**config.mk**
```make
export PLATFORM = sky130hd
export DESIGN_NAME = pnz_div_cell
export DESIGN_NICKNAME = d
export VERILOG_FILES = /design/src/hw/rtl/pnz_pkg.sv /design/src/hw/rtl/pnz_div_cell.sv
export SDC_FILE = /design/constraint.sdc
export NUM_CORES = 1
export LEC_CHECK = 0
export BUFFER_PORTS_ARGS = -buffer_cell sky130_fd_sc_hd__clkbuf_2
export CORE_AREA = 2 2 298 300
export CTS_CLUSTER_DIAMETER = 60
export DETAILED_ROUTE_END_ITERATION = 10
export DIE_AREA = 0 0 300 302
export SYNTH_ARGS = -nofsm -noshare
export SYNTH_HDL_FRONTEND = slang
export SYNTH_SLANG_ARGS = --single-unit
```
**constraint.sdc**
```tcl
create_clock -name clk_i -period 1.4 [get_ports clk_i]
set_input_delay 0.35 -clock clk_i [delete_from_list [all_inputs] [get_ports clk_i]]
set_output_delay 0.35 -clock clk_i [all_outputs]
set_load 0.01 [all_outputs]
```
**src/hw/rtl/pnz_pkg.sv**
```systemverilog
// Shared types, constants and elaboration-time helpers for the plane-normal-to-z rotation block.
// No dependencies; every design file in hw/rtl except pnz_if imports this package.
package pnz_pkg;

  localparam int unsigned CORDIC_W = 40;  // signed CORDIC datapath, Q.28 with headroom
  localparam int unsigned DIV_QW   = 32;  // quotient bits per divider
  localparam int unsigned DIV1_W   = 72;  // remainder width, divide by magnitude
  localparam int unsigned DIV2_W   = 66;  // remainder width, divide by 1 + cos

  localparam logic signed [CORDIC_W-1:0] ONE_Q28 = CORDIC_W'(64'd268435456);
  localparam logic [31:0] ONE_Q30 = 32'd1073741824;
  localparam logic [63:0] HALF_Q30 = 64'd536870912;

  typedef struct packed {
    logic signed [31:0] slope_x;
    logic signed [31:0] slope_y;
    logic signed [31:0] plane_offset;
  } in_t;

  typedef struct packed {
    logic signed [31:0] r00;
    logic signed [31:0] r01;
    logic signed [31:0] r02;
    logic signed [31:0] r10;
    logic signed [31:0] r11;
    logic signed [31:0] r12;
    logic signed [31:0] r20;
    logic signed [31:0] r21;
    logic signed [31:0] r22;
    logic signed [31:0] plane_depth;
    logic               degenerate;
  } out_t;

  // Travels with an item through both CORDIC chains and the first divider.
  typedef struct packed {
    logic        deg;
    logic        neg0;
    logic        neg1;
    logic        neg2;
    logic [31:0] m0;
    logic [31:0] m1;
    logic [31:0] m2;
  } side1_t;

  // Travels with an item through the second divider.
  typedef struct packed {
    logic        deg;
    logic        neg0;
    logic        neg1;
    logic        neg2;
    logic [31:0] c;
    logic [31:0] s0;
    logic [31:0] s1;
    logic [31:0] m2;
    logic [63:0] dprod;
  } side2_t;

  // Vectoring CORDIC magnitude of (x0, 0), evaluated at elaboration for the gain constants.
  function automatic logic signed [CORDIC_W-1:0] cordic_mag_const(
    input logic signed [CORDIC_W-1:0] x0,
    input int stages
  );
    logic signed [CORDIC_W-1:0] x;
    logic signed [CORDIC_W-1:0] y;
    logic signed [CORDIC_W-1:0] dx;
    logic signed [CORDIC_W-1:0] dy;
    x = x0;
    y = '0;
    for (int i = 0; i < 32; i++) begin
      if (i < stages) begin
        dx = y >>> i;
        dy = x >>> i;
        if (!y[CORDIC_W-1]) begin
          x = x + dx;
          y = y - dy;
        end else begin
          x = x - dx;
          y = y + dy;
        end
      end
    end
    return x;
  endfunction

  function automatic logic signed [34:0] apply_sign(input logic neg,
                                                    input logic signed [34:0] mag);
    return neg ? -mag : mag;
  endfunction

  function automatic logic signed [31:0] sat32(input logic signed [34:0] v);
    if (v > 35'sd2147483647) begin
      return 32'sh7fffffff;
    end else if (v < -35'sd2147483648) begin
      return 32'sh80000000;
    end
    return v[31:0];
  endfunction

endpackage

```
**src/hw/rtl/pnz_div_cell.sv**
```systemverilog
// One restoring-division step for several numerators sharing one divisor.
// Settles quotient bit BIT; uses pnz_pkg for the quotient width.
module pnz_div_cell #(
  parameter int  BIT    = 0,
  parameter int  W      = 72,
  parameter int  LANES  = 3,
  parameter type side_t = logic
) (
  input  logic                        clk_i,
  input  logic                        rst_ni,
  input  logic                        en_i,
  input  logic                        valid_i,
  input  logic [W-1:0]                rem_i [LANES],
  input  logic [pnz_pkg::DIV_QW-1:0]  quo_i [LANES],
  input  logic [W-1:0]                den_i,
  input  side_t                       side_i,
  output logic                        valid_o,
  output logic [W-1:0]                rem_o [LANES],
  output logic [pnz_pkg::DIV_QW-1:0]  quo_o [LANES],
  output logic [W-1:0]                den_o,
  output side_t                       side_o
);
  import pnz_pkg::*;

  logic [W-1:0]      den_sh;
  logic [W:0]        trial [LANES];
  logic [W-1:0]      rem_d [LANES];
  logic [DIV_QW-1:0] quo_d [LANES];
  logic              valid_q;
  logic [W-1:0]      rem_q [LANES];
  logic [DIV_QW-1:0] quo_q [LANES];
  logic [W-1:0]      den_q;
  side_t             side_q;

  always_comb begin
    den_sh = den_i << BIT;
    for (int l = 0; l < LANES; l++) begin
      trial[l] = {1'b0, rem_i[l]} - {1'b0, den_sh};
      quo_d[l] = quo_i[l];
      // keep the difference only when no borrow
      quo_d[l][BIT] = ~trial[l][W];
      rem_d[l] = trial[l][W] ? rem_i[l] : trial[l][W-1:0];
    end
  end

  always_ff @(posedge clk_i or negedge rst_ni) begin
    if (!rst_ni) begin
      valid_q <= 1'b0;
    end else if (en_i) begin
      valid_q <= valid_i;
    end
  end

  always_ff @(posedge clk_i) begin
    if (en_i) begin
      rem_q  <= rem_d;
      quo_q  <= quo_d;
      den_q  <= den_i;
      side_q <= side_i;
    end
  end

  assign valid_o = valid_q;
  assign rem_o   = rem_q;
  assign quo_o   = quo_q;
  assign den_o   = den_q;
  assign side_o  = side_q;
endmodule

```
Yosys cells after proc, flatten, opt, wreduce, memory -nomap -nowiden
Cells that the tools add are included.
{ "op_classes": {"addsub": 3, "n_mux": 3, "n_bitwise": 3} }
{ "ops": {"columns": ["operator", "count"], "rows": [
  ["$sub A72 B72 Y73", 3],
  ["$mux W72", 3],
  ["$not A1 Y1", 3]
]} }
{ "word_totals": {"reg_bits": 386, "input_bits": 389, "output_inout_bits": 386, "word_cells": 18} }

Depth between registers and ports, before layout
{ "depth": {"word_depth": 2, "mapped_depth": 17, "mapped_depth_nobuf": 15} }

Worst setup path before layout
OpenSTA, ideal clock, no wires.
{ "synth_path": {"path_type": "in2reg", "startpoint": "input port rem_i[72] (netlist bit)", "endpoint": "register rem_q (netlist bit rem_o[108]), data pin", "setup_time_ns": 0.262, "t_arrival_ns": 3.405, "required_ns": 1.138, "path_slack_ns": -2.267, "cell_stages": 15, "n_path_buf": 2, "path_cell_list": "inv_1 -> ha_1 -> fa_1 -> and2b_1 -> o2111ai_1 -> nand3_1 -> a41oi_1 -> o31ai_2 -> a21bo_4 -> a31oi_4 -> o41ai_4 -> a41oi_2 -> buf_6 -> buf_6 -> mux2_1"} }
{ "synth_rtl": {"columns": ["item", "line", "text"], "rows": [
  ["from (decl)", "pnz_div_cell.sv:13", "input logic [W-1:0] rem_i [LANES],"],
  ["to (signal assigned)", "pnz_div_cell.sv:56", "rem_q <= rem_d;"],
  ["to (decl)", "pnz_div_cell.sv:30", "logic [W-1:0] rem_q [LANES];"]
]} }

==> results.sh <==
export IMPL_fp_row_count=109
export IMPL_drt_iter0_drc=2090
export IMPL_grt_pass1_vias=30700
export IMPL_power_mw=48.4
export IMPL_place_area_um2=40300
export IMPL_synthFlopType="edfxtp_1"
export IMPL_dr_pass1_iters=5
export IMPL_setup_viol=605
export IMPL_critPathLaunch="rem_i[72]"
export IMPL_min_path_type="in2reg"
export IMPL_syn_inst=2858
export IMPL_numCtsBuffers=56
export IMPL_dp_hpwl_um=102000
export IMPL_min_from="rem_i[74]"
export IMPL_top_level_ports=775
export IMPL_drv_slew=0
export IMPL_cp_end_kind="flop"
export IMPL_nFillCells=7741
export IMPL_cp_max_fo=27
export IMPL_finalInstanceArea_um2=47800
export IMPL_path_class="in2reg"
export IMPL_report_final_hold_viol_count=0
export IMPL_synthDistinctLibCells=92
export IMPL_rsz0062_at_grt="yes"
export IMPL_drive_gt1_frac=0.479
export IMPL_relSlewSlack=0.645
export IMPL_drt_total_wl_um=131000
export IMPL_fin_crit_ps=3180
export IMPL_irDropWorstVdd_uv=1050
export IMPL_grt_max_degree=30
export IMPL_vias=30800
export IMPL_cts_tree="done"
export IMPL_synth_avg_cell_area_um2=9.45
export IMPL_synth_seq_cells=386
export IMPL_maxCapViolCount=0
export IMPL_met3_usage=0.0486
export IMPL_fin_crit_sh=2.27
export IMPL_reg2reg_from="valid_o$_DFFE_PN0P_"
export IMPL_critPathLaunchType="input pin"
export IMPL_insertion_delay_ps=670
export IMPL_vias_per_cell=5.04
export IMPL_design_die_area_um2=90600
export IMPL_power_density_nw_per_um2=1010
export IMPL_ctsLongestPathBuffers=3
export IMPL_critPathArrivalTime_ps=3580
export IMPL_nNetsFinal=5501
export IMPL_cts_sinks=386
export IMPL_violations="negative setup slack"
export IMPL_initial_core_util=0.308
export IMPL_grt_pass1_wl_um=186000
export IMPL_synth_warnings=0
export IMPL_status="finished with violations"
export IMPL_die_width_um=300
export IMPL_wl_per_cell_um=21.5
export IMPL_antenna_found_initial=20
export IMPL_gp_congestion=0.962
export IMPL_drcViolationCount=0
export IMPL_synth_edff_count=385
export IMPL_yosysSeqAreaShare=0.429
export IMPL_grt_overflow=0
export IMPL_gr_usage_met2=0.464
export IMPL_met1_usage=0.335
export IMPL_synth_cell_area_um2=27000
export IMPL_core_um2=87600
export IMPL_power_leakage_nw=22.0
export IMPL_fmax_mhz=314
export IMPL_die_h_um=302
export IMPL_top_usage_layer="met2"
export IMPL_final_core_util=0.546
export IMPL_async_reset_ff_frac=0.00259
export IMPL_cts_reportedPaths_clkPinSlew_ps=60
export IMPL_area_growth_pct=77.1
export IMPL_port_buffers=771
export IMPL_clockRootBuffer="clkbuf_16"
export IMPL_crit_required_ps=1800
export IMPL_h_tree_depth=2
export IMPL_ant_nets=0
export IMPL_synth_nets=3466
export IMPL_finClkSkew_ps=0
export IMPL_setup_slack_ps=-1780
export IMPL_worstMarginPinSlew_ps=526
export IMPL_grt_usage=0.272
==> where the power goes <==
| group | internal, mW | total (mW) | switching, mW |
|---|---|---|---|
| clock | 8.40 | 14.6 | 6.16 |
| sequential | 14.4 | 15.1 | 0.673 |
| combinational | 9.07 | 18.7 | 9.64 |
| total | 31.9 | 48.4 | 16.5 |
==> per-stage QoR <==
stage	hold slack (ps)	setup WS (ps)	TNS, ps	cells
final	21.6	-1780	-417110	6118
after global routing	12.8	-1870	-448590	6112
after CTS	0.722	-1760	-425500	6079
after detailed placement	129	-2770	-580570	5674
after global placement	125	-2710	-568670	5674
after floorplan	54.4	-1990	-391730	2858
==> cell usage after synthesis (all sizes together) (29+ instances only) <==
master    n  area share
a21o    111       0.031
a21oi   310       0.058
buf      44      0.0098
clkbuf   95       0.013
edfxtp  385        0.43
ha      216        0.10
inv     145       0.020
nand2   316       0.044
nand2b   29      0.0067
nand3    46      0.0085
nand4    73       0.017
nor2    203       0.028
nor3     32      0.0059
o21ai   283       0.052
o21bai   46       0.013
xnor2   110       0.036
xor2     89       0.029
==> final timing paths <==
path / cells past startpoint / slack (ps) / end
worst max-delay path: 16 / -1780 / rem_o[72]$_DFFE_PP_
worst min-delay path: 3 / 20 / rem_o[74]$_DFFE_PP_
worst max register to register: 1 / 610 / valid_o$_DFFE_PN0P_
worst min register to register: 1 / 570 / valid_o$_DFFE_PN0P_
max in group asynchronous: 3 / 770 / valid_o$_DFFE_PN0P_
min in group asynchronous: 3 / 520 / valid_o$_DFFE_PN0P_
==> registers in the layout, indices dropped and copies added, names as in the netlist <==
register	cells
rem_o	216
quo_o	96
den_o	72
side_o	1
valid_o	1
==> cell type report <==
type	count	area (µm²)	area share
sequential	386	11600	0.242
timing repair buffer	2116	15700	0.329
inverter	145	626	0.0131
clock buffer	61	1420	0.0297
multi-input combinational	2188	16500	0.346
tap	1165	1460	0.0305
clock inverter	41	445	0.00931
antenna	16	40.0	0.000837
==> metal layers <==
metal,vias to the layer above,routed length (µm)
met5,-,103
met1,14700,53700
met2,1172,62700
met3,264,8870
met4,14,5950
li1,14700,-
==> cells by family (layout without fill, tap and decap cells) <==
kind of cell | count (synthesis) | after routing | synth area share
compound gates | 955 | 955 | 0.219
xor+xnor | 199 | 199 | 0.0645
fa+ha+maj | 219 | 219 | 0.102
buf+inv | 284 | 2363 | 0.0431
flops | 386 | 386 | 0.429
mux | 17 | 17 | 0.00713
other cells | 0 | 16 | 0
simple gates | 798 | 798 | 0.135
==> critical path, cell delays in order <==
cell       delay, ps
clkbuf_16        120
inv_12            30
ha_4             180
fa_2             370
and2b_2          260
o2111ai_4        140
nand3_2          130
a41oi_4          170
o31ai_4          310
a21bo_4          240
a31oi_4          130
o41ai_4          310
a41oi_4          180
buf_12           210
buf_12           210
mux2i_1          120
==> layout by cell type, fill, tap and decap left out, types with 18 or more instances in the layout <==
| cell type | synthesis | routed |
|---|---|---|
| nor2_1 | 203 | 147 |
| nand2_1 | 316 | 247 |
| inv_2 | 2 | 26 |
| o21ai_2 | 0 | 44 |
| buf_12 | 0 | 39 |
| a21oi_1 | 309 | 253 |
| o21bai_1 | 46 | 46 |
| o21ai_0 | 273 | 138 |
| ha_4 | 0 | 31 |
| xor2_1 | 89 | 89 |
| o21a_1 | 24 | 24 |
| buf_6 | 5 | 20 |
| nor3_1 | 32 | 29 |
| xnor2_1 | 110 | 107 |
| a21oi_2 | 1 | 54 |
| nand3_1 | 46 | 42 |
| nand4_1 | 72 | 72 |
| nor2b_1 | 23 | 20 |
| o21ai_1 | 10 | 100 |
| edfxtp_1 | 385 | 385 |
| clkbuf_2 | 0 | 765 |
| nand2b_1 | 29 | 27 |
| buf_4 | 5 | 998 |
| ha_1 | 216 | 180 |
| clkbuf_16 | 0 | 63 |
| inv_1 | 143 | 109 |
| and3_1 | 19 | 18 |
| a31oi_1 | 24 | 18 |
| nand2_4 | 0 | 27 |
| a21o_1 | 111 | 110 |
| nor2_4 | 0 | 49 |
| nand2_2 | 0 | 42 |
| dlygate4sd3_1 | 0 | 255 |
==> repair_timing <==
| item | 4_1_cts | 5_1_grt |
|---|---|---|
| endpoints found under the setup margin | 605 | 605 |
| pin swaps | 60 | 51 |
| hold endpoints to repair | 254 | 0 |
| gates resized for setup | 293 | 286 |
| setup buffers | 35 | 22 |
| gates cloned | 18 | 6 |
| hold buffers | 255 | 0 |
(Power assumes the default switching activity.)
