<file path="config.mk">
export PLATFORM = sky130hd
export DESIGN_NAME = pnz_cordic_cell
export DESIGN_NICKNAME = d
export VERILOG_FILES = /design/src/hw/rtl/pnz_pkg.sv /design/src/hw/rtl/pnz_cordic_cell.sv
export SDC_FILE = /design/constraint.sdc
export NUM_CORES = 1
export LEC_CHECK = 0
export BUFFER_PORTS_ARGS = -buffer_cell sky130_fd_sc_hd__buf_4
export CAP_MARGIN = 20
export CELL_PAD_IN_SITES_DETAIL_PLACEMENT = 0
export CELL_PAD_IN_SITES_GLOBAL_PLACEMENT = 1
export CORE_ASPECT_RATIO = 1.25
export CORE_MARGIN = 4
export CORE_UTILIZATION = 44
export CTS_BUF_LIST = sky130_fd_sc_hd__clkbuf_4 sky130_fd_sc_hd__clkbuf_8
export DETAILED_ROUTE_END_ITERATION = 16
export GPL_TIMING_DRIVEN = 0
export MAX_ROUTING_LAYER = met4
export PLACE_DENSITY_LB_ADDON = 0.05
export SLEW_MARGIN = 15
export SYNTH_ARGS = -nofsm -noshare
export SYNTH_HDL_FRONTEND = slang
export SYNTH_SLANG_ARGS = --single-unit
</file>
<file path="constraint.sdc">
create_clock -name clk_i -period 1 [get_ports clk_i]
set_clock_uncertainty 0.2 [all_clocks]
set_input_delay 0.1 -clock clk_i [delete_from_list [all_inputs] [get_ports clk_i]]
set_output_delay 0.1 -clock clk_i [all_outputs]
set_load 0.01 [all_outputs]
</file>
<file path="src/hw/rtl/pnz_pkg.sv">
// Shared types, constants and elaboration-time helpers for the plane-normal-to-z rotation block.
// No dependencies; every design file in hw/rtl except pnz_if imports this package.
package pnz_pkg;

  localparam int unsigned CORDIC_W = 40;  // signed CORDIC datapath, Q.28 with headroom
  localparam int unsigned DIV_QW   = 32;  // quotient bits per divider
  localparam int unsigned DIV1_W   = 72;  // remainder width, divide by magnitude
  localparam int unsigned DIV2_W   = 66;  // remainder width, divide by 1 + cos

  localparam logic signed [CORDIC_W-1:0] ONE_Q28 = CORDIC_W'(64'd268435456);
  localparam logic [31:0] ONE_Q30 = 32'd1073741824;
  localparam logic [63:0] HALF_Q30 = 64'd536870912;

  typedef struct packed {
    logic signed [31:0] slope_x;
    logic signed [31:0] slope_y;
    logic signed [31:0] plane_offset;
  } in_t;

  typedef struct packed {
    logic signed [31:0] r00;
    logic signed [31:0] r01;
    logic signed [31:0] r02;
    logic signed [31:0] r10;
    logic signed [31:0] r11;
    logic signed [31:0] r12;
    logic signed [31:0] r20;
    logic signed [31:0] r21;
    logic signed [31:0] r22;
    logic signed [31:0] plane_depth;
    logic               degenerate;
  } out_t;

  // Travels with an item through both CORDIC chains and the first divider.
  typedef struct packed {
    logic        deg;
    logic        neg0;
    logic        neg1;
    logic        neg2;
    logic [31:0] m0;
    logic [31:0] m1;
    logic [31:0] m2;
  } side1_t;

  // Travels with an item through the second divider.
  typedef struct packed {
    logic        deg;
    logic        neg0;
    logic        neg1;
    logic        neg2;
    logic [31:0] c;
    logic [31:0] s0;
    logic [31:0] s1;
    logic [31:0] m2;
    logic [63:0] dprod;
  } side2_t;

  // Vectoring CORDIC magnitude of (x0, 0), evaluated at elaboration for the gain constants.
  function automatic logic signed [CORDIC_W-1:0] cordic_mag_const(
    input logic signed [CORDIC_W-1:0] x0,
    input int stages
  );
    logic signed [CORDIC_W-1:0] x;
    logic signed [CORDIC_W-1:0] y;
    logic signed [CORDIC_W-1:0] dx;
    logic signed [CORDIC_W-1:0] dy;
    x = x0;
    y = '0;
    for (int i = 0; i < 32; i++) begin
      if (i < stages) begin
        dx = y >>> i;
        dy = x >>> i;
        if (!y[CORDIC_W-1]) begin
          x = x + dx;
          y = y - dy;
        end else begin
          x = x - dx;
          y = y + dy;
        end
      end
    end
    return x;
  endfunction

  function automatic logic signed [34:0] apply_sign(input logic neg,
                                                    input logic signed [34:0] mag);
    return neg ? -mag : mag;
  endfunction

  function automatic logic signed [31:0] sat32(input logic signed [34:0] v);
    if (v > 35'sd2147483647) begin
      return 32'sh7fffffff;
    end else if (v < -35'sd2147483648) begin
      return 32'sh80000000;
    end
    return v[31:0];
  endfunction

endpackage

</file>
<file path="src/hw/rtl/pnz_cordic_cell.sv">
// One vectoring CORDIC micro-rotation with its own pipeline register.
// Uses pnz_pkg for the datapath width.
module pnz_cordic_cell #(
  parameter int  SHIFT  = 0,
  parameter type side_t = logic
) (
  input  logic                                  clk_i,
  input  logic                                  rst_ni,
  input  logic                                  en_i,
  input  logic                                  valid_i,
  input  logic signed [pnz_pkg::CORDIC_W-1:0]   x_i,
  input  logic signed [pnz_pkg::CORDIC_W-1:0]   y_i,
  input  side_t                                 side_i,
  output logic                                  valid_o,
  output logic signed [pnz_pkg::CORDIC_W-1:0]   x_o,
  output logic signed [pnz_pkg::CORDIC_W-1:0]   y_o,
  output side_t                                 side_o
);
  import pnz_pkg::*;

  logic signed [CORDIC_W-1:0] x_d, y_d;
  logic signed [CORDIC_W-1:0] dx, dy;
  logic valid_q;
  logic signed [CORDIC_W-1:0] x_q, y_q;
  side_t side_q;

  always_comb begin
    dx = y_i >>> SHIFT;
    dy = x_i >>> SHIFT;
    // rotate toward the x axis
    if (!y_i[CORDIC_W-1]) begin
      x_d = x_i + dx;
      y_d = y_i - dy;
    end else begin
      x_d = x_i - dx;
      y_d = y_i + dy;
    end
  end

  always_ff @(posedge clk_i or negedge rst_ni) begin
    if (!rst_ni) begin
      valid_q <= 1'b0;
    end else if (en_i) begin
      valid_q <= valid_i;
    end
  end

  always_ff @(posedge clk_i) begin
    if (en_i) begin
      x_q    <= x_d;
      y_q    <= y_d;
      side_q <= side_i;
    end
  end

  assign valid_o = valid_q;
  assign x_o     = x_q;
  assign y_o     = y_q;
  assign side_o  = side_q;
endmodule

</file>
# --- After elaboration in Yosys (flattened, before gate mapping) ---
# Index checks and enable logic that the tools add are counted.
classes:
  addsub: 3
  muxes: 2
op_table:
  columns: ["operator", "count"]
  rows:
  - ["$mux 40", 2]
  - ["$sub 40x40->40", 2]
  - ["$add 40x40->40", 1]
word_totals:
  reg_bits: 82
  input_bits: 85
  output_inout_bits: 82
  wordCells: 9

# --- Logic depth before layout (Yosys ltp) ---
# Gate-level depths: netlist of the first run.
depth:
  ltp_word: 2
  depth_mapped: 12
  mapped_depth_nobuf: 11

# --- Least setup slack after synthesis of the first run ---
# No wires, ideal clock.
synth_timing:
  kind: "input -> register"
  from: "input x_i[0] in the netlist's numbering"
  to: "register y_q[38], in the netlist y_o[38], data pin"
  setup_time_ps: 266
  arrival_time_ps: 2460
  required_ps: 534
  path_slack_ps: -1926
  stages: 11
  n_path_buf: 0
  cell_sequence: "ha_1 > fa_1 > nor2b_1 > o21ai_1 > a41oi_2 > a211oi_2 > o221ai_1 > a21bo_1 > a311oi_2 > o21ai_1 > xnor2_1"
synth_between:
  elab_chain_cells: 2
  word_cells_on_any_way: 3
  classes_between: "add/sub: 2; mux: 1"
synth_lines:
  columns: ["item", "line", "text"]
  rows:
  - ["start, declared", "pnz_cordic_cell.sv:11", "input logic signed [pnz_pkg::CORDIC_W-1:0] x_i,"]
  - ["$sub 40x40->40 / $add 40x40->40 (equally long branches)", "pnz_cordic_cell.sv:33, pnz_cordic_cell.sv:36", null]
  - ["$mux 40 (*)", "pnz_cordic_cell.sv:31", "if (!y_i[CORDIC_W-1]) begin"]
  - ["named net y_d[38]", "pnz_cordic_cell.sv:21", "logic signed [CORDIC_W-1:0] x_d, y_d;"]
  - ["end signal, assigned", "pnz_cordic_cell.sv:51", "y_q <= y_d;"]
  - ["end, declared", "pnz_cordic_cell.sv:24", "logic signed [CORDIC_W-1:0] x_q, y_q;"]
# The timed path passes the listed nets; every way through them passes the cells marked *.
# A chain may end at the register's enable or synchronous reset.

# --- Worst setup path after layout of the first run ---
layout_timing:
  from: "input y_i[10] in the netlist's numbering"
  to: "register y_q[32], in the netlist y_o[32], data pin"
layout_between:
  elab_chain_cells: 2
  word_cells_on_any_way: 3
  classes_between: "add/sub: 2; mux: 1"
layout_lines:
  columns: ["item", "line", "text"]
  rows:
  - ["start, declared", "pnz_cordic_cell.sv:12", "input logic signed [pnz_pkg::CORDIC_W-1:0] y_i,"]
  - ["$sub 40x40->40 / $add 40x40->40 (equally long branches)", "pnz_cordic_cell.sv:33, pnz_cordic_cell.sv:36", null]
  - ["$mux 40 (*)", "pnz_cordic_cell.sv:31", null]
  - ["named net y_d[32]", "pnz_cordic_cell.sv:21", null]
# Marked as above.

==> run metrics, run 1 <==
outcome=finished with violations; failing checks=negative setup slack; hold path start=en_i; Detailed Place HPWL=31200 um; gr usage total=0.338; area leader, netlist=edfxtp_1; first-pass GRT wire length=approximately 62000 um; crit path launch=y_i[10]; final hold viol count=0; 1st-iter DRT viols=~810; First-pass DRT Iterations=5; DRC=0; CP Class=primary input to register; Seq cells post-synth=a little over 80; fin worst setup slack=-1850 ps; multiplexer share of the synthesized area=0.0169; fin crit share=2.85; final antenna-violating net count=0; post-synthesis sequential area ratio=0.254; number of synthesized flops with an enable pin=80; Arrival @ worst endpoint=between 2000 and 3000 ps; # H-tree levels=3; Clock Pin Slew Worst Setup and Hold Paths=around 100 ps; Clk network pwr share=0.165; Diodes inserted=0; Main synth FF type=edfxtp_1; P per Cell Area=1170 mW/mm^2; Reg power frac=0.276; number of port buffers=~170; synth warn=0; fillers=about 1700; post-synth top area share=0.251; Clock Latency Late Sink=390 ps; switching pwr=about 7000 uW; layout cell share with drive strength beyond 1=0.432; DR WL/cell=around 24 um; Max Buffers Root-to-Sink=2; Core Rows=60; most common cell in the netlist=a21oi_1; Relative slew margins=0.255; Clock Sinks=81; chip width=~140 um; Synth Area in Compound Gates=0.282; Total Routed Length=around 42000 um; Initial Util=0.445; Worst setup EP type=register; Tightest Pin Transition=1120 ps; largest net degree at the start of global routing=a little over 80; antenna violations before repair=0; Avg Cell Area, Syn=between 8 and 9 um^2; min cycle time layout=about 2900 ps; post-synthesis simple-gate area fraction=0.144; reg2reg start=valid_o$_DFFE_PN0P_; via count=between 10000 and 15000; Post-Syn Area=~0.0096 mm^2; Startpoint Class=primary input; crit-path max FO=3; vias in the first global route=roughly 11000; CP required=just over 900 ps; Fmax=between 300 and 400 MHz; Max Slew Vio Count=0; Mapped Nets=around 1400; Peak VDD IR=approximately 0.8 mV; routability congestion estimate from global placement=1.02; worst min-delay path class=primary input to register; unrepaired setup endpoints after global routing=yes; commonest cells in the netlist=a21oi_1 (159), ha_1 (117), inv_1 (116); Max Cap Viol=0; flop2flop setup slack=30 ps; total negative slack=-116630 ps; largest family of logic cells by synthesized area=compound AO/OA/AOI/OAI gates; Yosys cell types=80; Worst R2R Path Depth=1; Synth area leaders=edfxtp_1 (25%), ha_1 (15%), a21oi_1 (8.3%); hold path depth=1; Vias/cell=6.14; Num CTS Buffers=9; static leakage=between 0.006 and 0.007 uW; TritonCTS clock tree=built; Layout area overhead=55.3%; clock root buffer=clkbuf_8; Post-Synth XOR/XNOR Area=0.0696; Comb power frac=0.559; final core occ=0.692; core area=around 0.021 mm^2; area share of fa/ha/maj cells after synthesis=0.159; cell internal pwr=slightly above 10000 uW; Switching Share=0.404; ys async rst share=0.0123; Final Setup Violations=160; Final Net Count=around 1700; die footprint=0.0242 mm^2; io pins=167; gr ovfl total=0; Die H=~170 um; Gate Count Post-Synth=approximately 1200
cells in the final DEF (no fill, tap or decap), types with 10 or more instances in the layout:
cell type,n
buf_4,137
buf_6,114
a21oi_1,99
inv_1,93
ha_1,90
edfxtp_1,80
nor2_1,68
xnor2_1,65
nand2_1,58
a21oi_2,41
o21ai_0,37
ha_4,26
o21bai_1,23
o21ai_1,22
a21o_1,22
a21oi_4,21
nand4_1,18
o21ai_2,18
clkbuf_8,16
nor3_1,16
inv_2,13
buf_8,12
nor2_4,11
buf_2,11
nand3_1,11
clkbuf_2,10
nor2_2,10
routing by layer:
| metal | vias to the layer above | part of all wire | GRT usage |
|---|---|---|---|
| met1 | 5152 | 0.36 | 0.361 |
| li1 | 4817 | - | - |
| met3 | 182 | 0.059 | 0.0520 |
| met2 | 516 | 0.52 | 0.594 |
| met4 | 0 | 0.067 | 0.188 |
| met5 | - | 0 | - |
path summary, 6_finish.rpt:
kind,endpoint
min in group asynchronous,valid_o$_DFFE_PN0P_
max in group asynchronous,valid_o$_DFFE_PN0P_
max reg2reg,valid_o$_DFFE_PN0P_
min reg2reg,valid_o$_DFFE_PN0P_
max,y_o[32]$_DFFE_PP_
min,y_o[35]$_DFFE_PP_
power groups by stage:
stage / registers [uW] / logic, uW / clock network [uW]
after floorplan: 5060 / 4290 / 0
after global routing: 4850 / 10200 / 3030
after CTS: 4750 / 8800 / 2880
after detailed placement: 4760 / 7480 / 0
after global placement: 4740 / 7470 / 0
final: 4780 / 9670 / 2860
through the flow:
stage	worst slack, ps	hold WS, ps	area [um^2]	total power, uW	cells
after floorplan	-1710	-396	10600	9350	1188
after global placement	-2520	-325	12200	12200	1632
after detailed placement	-2540	-323	12200	12200	1632
after CTS	-1820	13.6	14100	16400	1714
after global routing	-1860	31.4	14800	18000	1738
final	-1850	2.63	14800	17300	1738
area by class of cell:
| type | count | area (um^2) | area share |
|---|---|---|---|
| buffer | 53 | 438 | 0.0295 |
| clock buffer | 11 | 139 | 0.00935 |
| clock inverter | 5 | 80.1 | 0.00539 |
| inverter | 126 | 566 | 0.0381 |
| multi-input combinational | 925 | 8390 | 0.565 |
| sequential | 81 | 2430 | 0.163 |
| tap | 279 | 349 | 0.0235 |
| timing repair buffer | 258 | 2460 | 0.166 |
cell families after synthesis:
logic type | after synthesis
xor+xnor | 76
flops | 81
simple gates | 289
compound gates | 424
fa+ha+maj | 120
mux | 16
buf+inv | 182
flip-flops by register name, summed over array words and instances (netlist names):
signal,flops
y_o,39
x_o,40
side_o,1
valid_o,1
what timing repair did:
action / 4_1_cts / 5_1_grt
gates cloned: 0 / 0
endpoints found under the setup margin: 241 / 161
endpoints found under the hold margin: 5 / 0
hold buffers: 5 / 0
gates resized for setup: 275 / 133
pin swaps: 99 / 66
buffers inserted: 66 / 31
worst max-delay path, cell delays in order:
cell and delay (ps):
buf_8 100, ha_4 240, or4_4 560, a41oi_4 260
a211oi_4 130, buf_4 170, o211ai_4 270, a41oi_4 180
o41a_1 420, mux2i_2 220, xnor2_1 110
No activity file was read; power rests on OpenSTA's default activity.
==> run 2: changes to the inputs <==
--- a/config.mk
+++ b/config.mk
@@ -5,13 +5,14 @@
 export SDC_FILE = /design/constraint.sdc
 export NUM_CORES = 1
 export LEC_CHECK = 0
+export ABC_AREA = 1
 export BUFFER_PORTS_ARGS = -buffer_cell sky130_fd_sc_hd__buf_4
 export CAP_MARGIN = 20
 export CELL_PAD_IN_SITES_DETAIL_PLACEMENT = 0
 export CELL_PAD_IN_SITES_GLOBAL_PLACEMENT = 1
 export CORE_ASPECT_RATIO = 1.25
 export CORE_MARGIN = 4
-export CORE_UTILIZATION = 44
+export CORE_UTILIZATION = 42
 export CTS_BUF_LIST = sky130_fd_sc_hd__clkbuf_4 sky130_fd_sc_hd__clkbuf_8
 export DETAILED_ROUTE_END_ITERATION = 16
 export GPL_TIMING_DRIVEN = 0
==> run metrics, run 2 <==
post-synth top area share=0.202 (-0.0493); CP Class=primary input to register; Layout area overhead=76.1%; Multi-input gate area=0.0122 mm^2 (+45%); Post-Syn Area=0.0119 mm^2 (+24%); Switching Share=0.462 (+0.0578); Clock Pin Slew Worst Setup and Hold Paths=90 ps (about the same); TritonCTS clock tree=built; Final Net Count=2479 (+49%); commonest non-fill, non-tap cell in the layout=nand2_1; layout cell share with drive strength beyond 1=0.559 (+0.128); placed insts=2423 (+48%); CP max stage cell=ha_4; flop2flop setup slack=-110 ps (-140 ps); 1st-iter DRT viols=1331 (+65%); crit-path leading delay family=simple AND/OR/NAND/NOR gates; Fmax=516 MHz (+47%); Max Slew Vio Count=0 (unchanged); die footprint=0.0311 mm^2 (+29%); failing checks=negative hold slack, negative setup slack; cell internal pwr=11300 uW (+9.9%); Detailed Place HPWL=42700 um (+37%); number of synthesized flops with an enable pin=80 (unchanged); first-pass GRT wire length=81400 um (+31%); core area=0.0278 mm^2 (+30%); Startpoint Class=primary input; synth warn=0 (unchanged); Mapped Nets=2113 (+52%); gr ovfl total=0 (unchanged); Worst setup EP type=register; final core occ=0.753 (+0.0618); register area=0.00243 mm^2 (unchanged); Relative slew margins=0.165 (-0.0902); crit-path max FO=8 (+5); switching pwr=9730 uW (+39%); area leader, netlist=edfxtp_1; Gate Count Post-Synth=1908 (+61%); Peak VDD IR=0.791 mV (-1.1%); Comb power frac=0.650 (+0.091); Layout Cells excl Fill=2630 (+51%); Initial Util=0.428 (-0.0177); max reg flops=40 (unchanged); io pins=167 (unchanged); Final Setup Violations=160 (unchanged); First-pass DRT Iterations=6 (+1); DR WL/cell=22.5 um (-6.4%); Total Routed Length=59200 um (+42%); # H-tree levels=3 (unchanged); chip width=159 um (+13%); total power=21100 uW (+22%); CP required=1080 ps (+150 ps); WHS=-111 ps (-114 ps); Yosys cell types=46 (-43%); Seq cells post-synth=81 (unchanged); Synth area leaders=edfxtp_1 (20%), nand2_1 (18%), ha_1 (12%); post-synthesis sequential area ratio=0.204 (-0.0498); clock root buffer=clkbuf_8; fillers=2044 (+19%); most frequent cells in the layout=nand2_1 (303), inv_1 (217), nand2_2 (192); outcome=finished with violations; Clock Sinks=81 (unchanged); Tightest Pin Transition=1250 ps (+135 ps); final antenna-violating net count=0 (unchanged); ys async rst share=0.0123 (unchanged); worst min-delay path class=primary input to register; antenna violations before repair=1 (+1); number of port buffers=165 (unchanged); largest net degree at the start of global routing=82 (unchanged); DRC=0 (unchanged); fin crit share=1.94 (-0.915); most common cell in the netlist=nand2_1; fin worst setup slack=-937 ps (+915 ps); Core Rows=68 (+13%); static leakage=0.00969 uW (+60%); CP peak stage delay=420 ps (-140 ps); via count=14983 (+40%); unrepaired setup endpoints after global routing=yes; Vias/cell=5.70 (-7.2%); Max Buffers Root-to-Sink=2 (unchanged); final hold viol count=17 (+17); DP Worst Slack=-1760 ps (+773 ps); gr usage total=0.358 (+0.0196); Clk network pwr share=0.132 (-0.033); min cycle time layout=1940 ps (-915 ps); Buffers & Inverters on Critical Path=4 (+2); Die H=196 um (+14%); Arrival @ worst endpoint=2010 ps (-770 ps); commonest cells in the netlist=nand2_1 (560), inv_1 (310), nand3_1 (166); hold_buf cts=5 (unchanged); CP Cell Sequence=buf_8 > inv_4 > ha_4 > buf_6 > nor2_4 > buf_6 > a21oi_4 > nor2_1 > nor2_1 > nand2_4 > nand2_4 > nand2_1 > nand2_2 > nand3_2 > nand2_2; Reg power frac=0.218 (-0.058); Num CTS Buffers=9 (unchanged); Main synth FF type=edfxtp_1; vias in the first global route=14199 (+30%); Avg Cell Area, Syn=6.24 um^2 (-23%); P per Cell Area=1000 mW/mm^2 (-14%); Max Cap Viol=0 (unchanged); routability congestion estimate from global placement=1.03 (+1.5%); Clock Latency Late Sink=420 ps (+30 ps)
-- run 2: worst paths after layout --
kind	start	end	cells after the start
setup / recovery	x_i[12]	x_o[34]$_DFFE_PP_	15
hold / removal	y_i[0]	x_o[0]$_DFFE_PP_	3
setup reg to reg	valid_o$_DFFE_PN0P_	valid_o$_DFFE_PN0P_	2
hold reg to reg	valid_o$_DFFE_PN0P_	valid_o$_DFFE_PN0P_	2
max in group asynchronous	rst_ni	valid_o$_DFFE_PN0P_	3
min in group asynchronous	rst_ni	valid_o$_DFFE_PN0P_	3
-- run 2: cell type report --
cell class                      instances  area share
Tap cell                              350      0.0209
Sequential cell                        81       0.116
Buffer                                 45      0.0290
Clock inverter                          5     0.00269
Timing Repair Buffer                  365       0.175
Clock buffer                           11     0.00663
Inverter                              317      0.0687
Antenna cell                            1    0.000119
Multi-Input combinational cell       1455       0.581
-- run 2: cell families (layout without fill, tap and decap cells) --
logic type,after synthesis,after routing,synth area share
AND/OR/NAND/NOR,1001,1001,0.372
other,0,1,0
adder cells (fa/ha/maj),120,120,0.128
flip-flops,81,81,0.204
multiplexers,3,3,0.00263
XOR/XNOR,29,29,0.0213
AO/OA/AOI/OAI,302,302,0.137
buffers and inverters,372,743,0.135
-- run 2: power groups by stage --
stage / clock (uW) / sequential, uW / combinational, uW
after global routing: 2950 / 4640 / 14300
after floorplan: 0 / 4840 / 5370
after CTS: 2800 / 4560 / 11700
final: 2780 / 4590 / 13700
after global placement: 0 / 4570 / 8760
after detailed placement: 0 / 4580 / 8830
-- run 2: timing repair --
item                       CTS  global route
cloned                       4             1
pin swaps                  243           233
setup buffers              139            62
hold endpoints to repair     7             1
setup endpoints to repair  241           160
gates resized for setup    715           411
-- run 2: worst reg2reg max path, delay by kind of cell (launching register included) --
kind | cells | cell delay [ps]
multiplexers | 1 | 260
buffers and inverters | 1 | 140
flip-flops | 1 | 410
-- run 2: routing by layer --
metal  vias up  routed length, um  GRT usage  share of wire
met4         0               5330      0.212          0.090
li1       6833                  -          -              -
met1      7088              21100      0.388           0.36
met3       304               3630     0.0419          0.061
met2       758              29200      0.619           0.49
met5         -                  0          -              0
-- run 2: per-stage QoR --
step | TNS, ps | instance area, um^2
floorplan | -56160 | 13200
global placement | -144660 | 14900
detailed placement | -151600 | 14900
CTS | -70520 | 18900
global route | -82190 | 21000
finish | -76720 | 21000
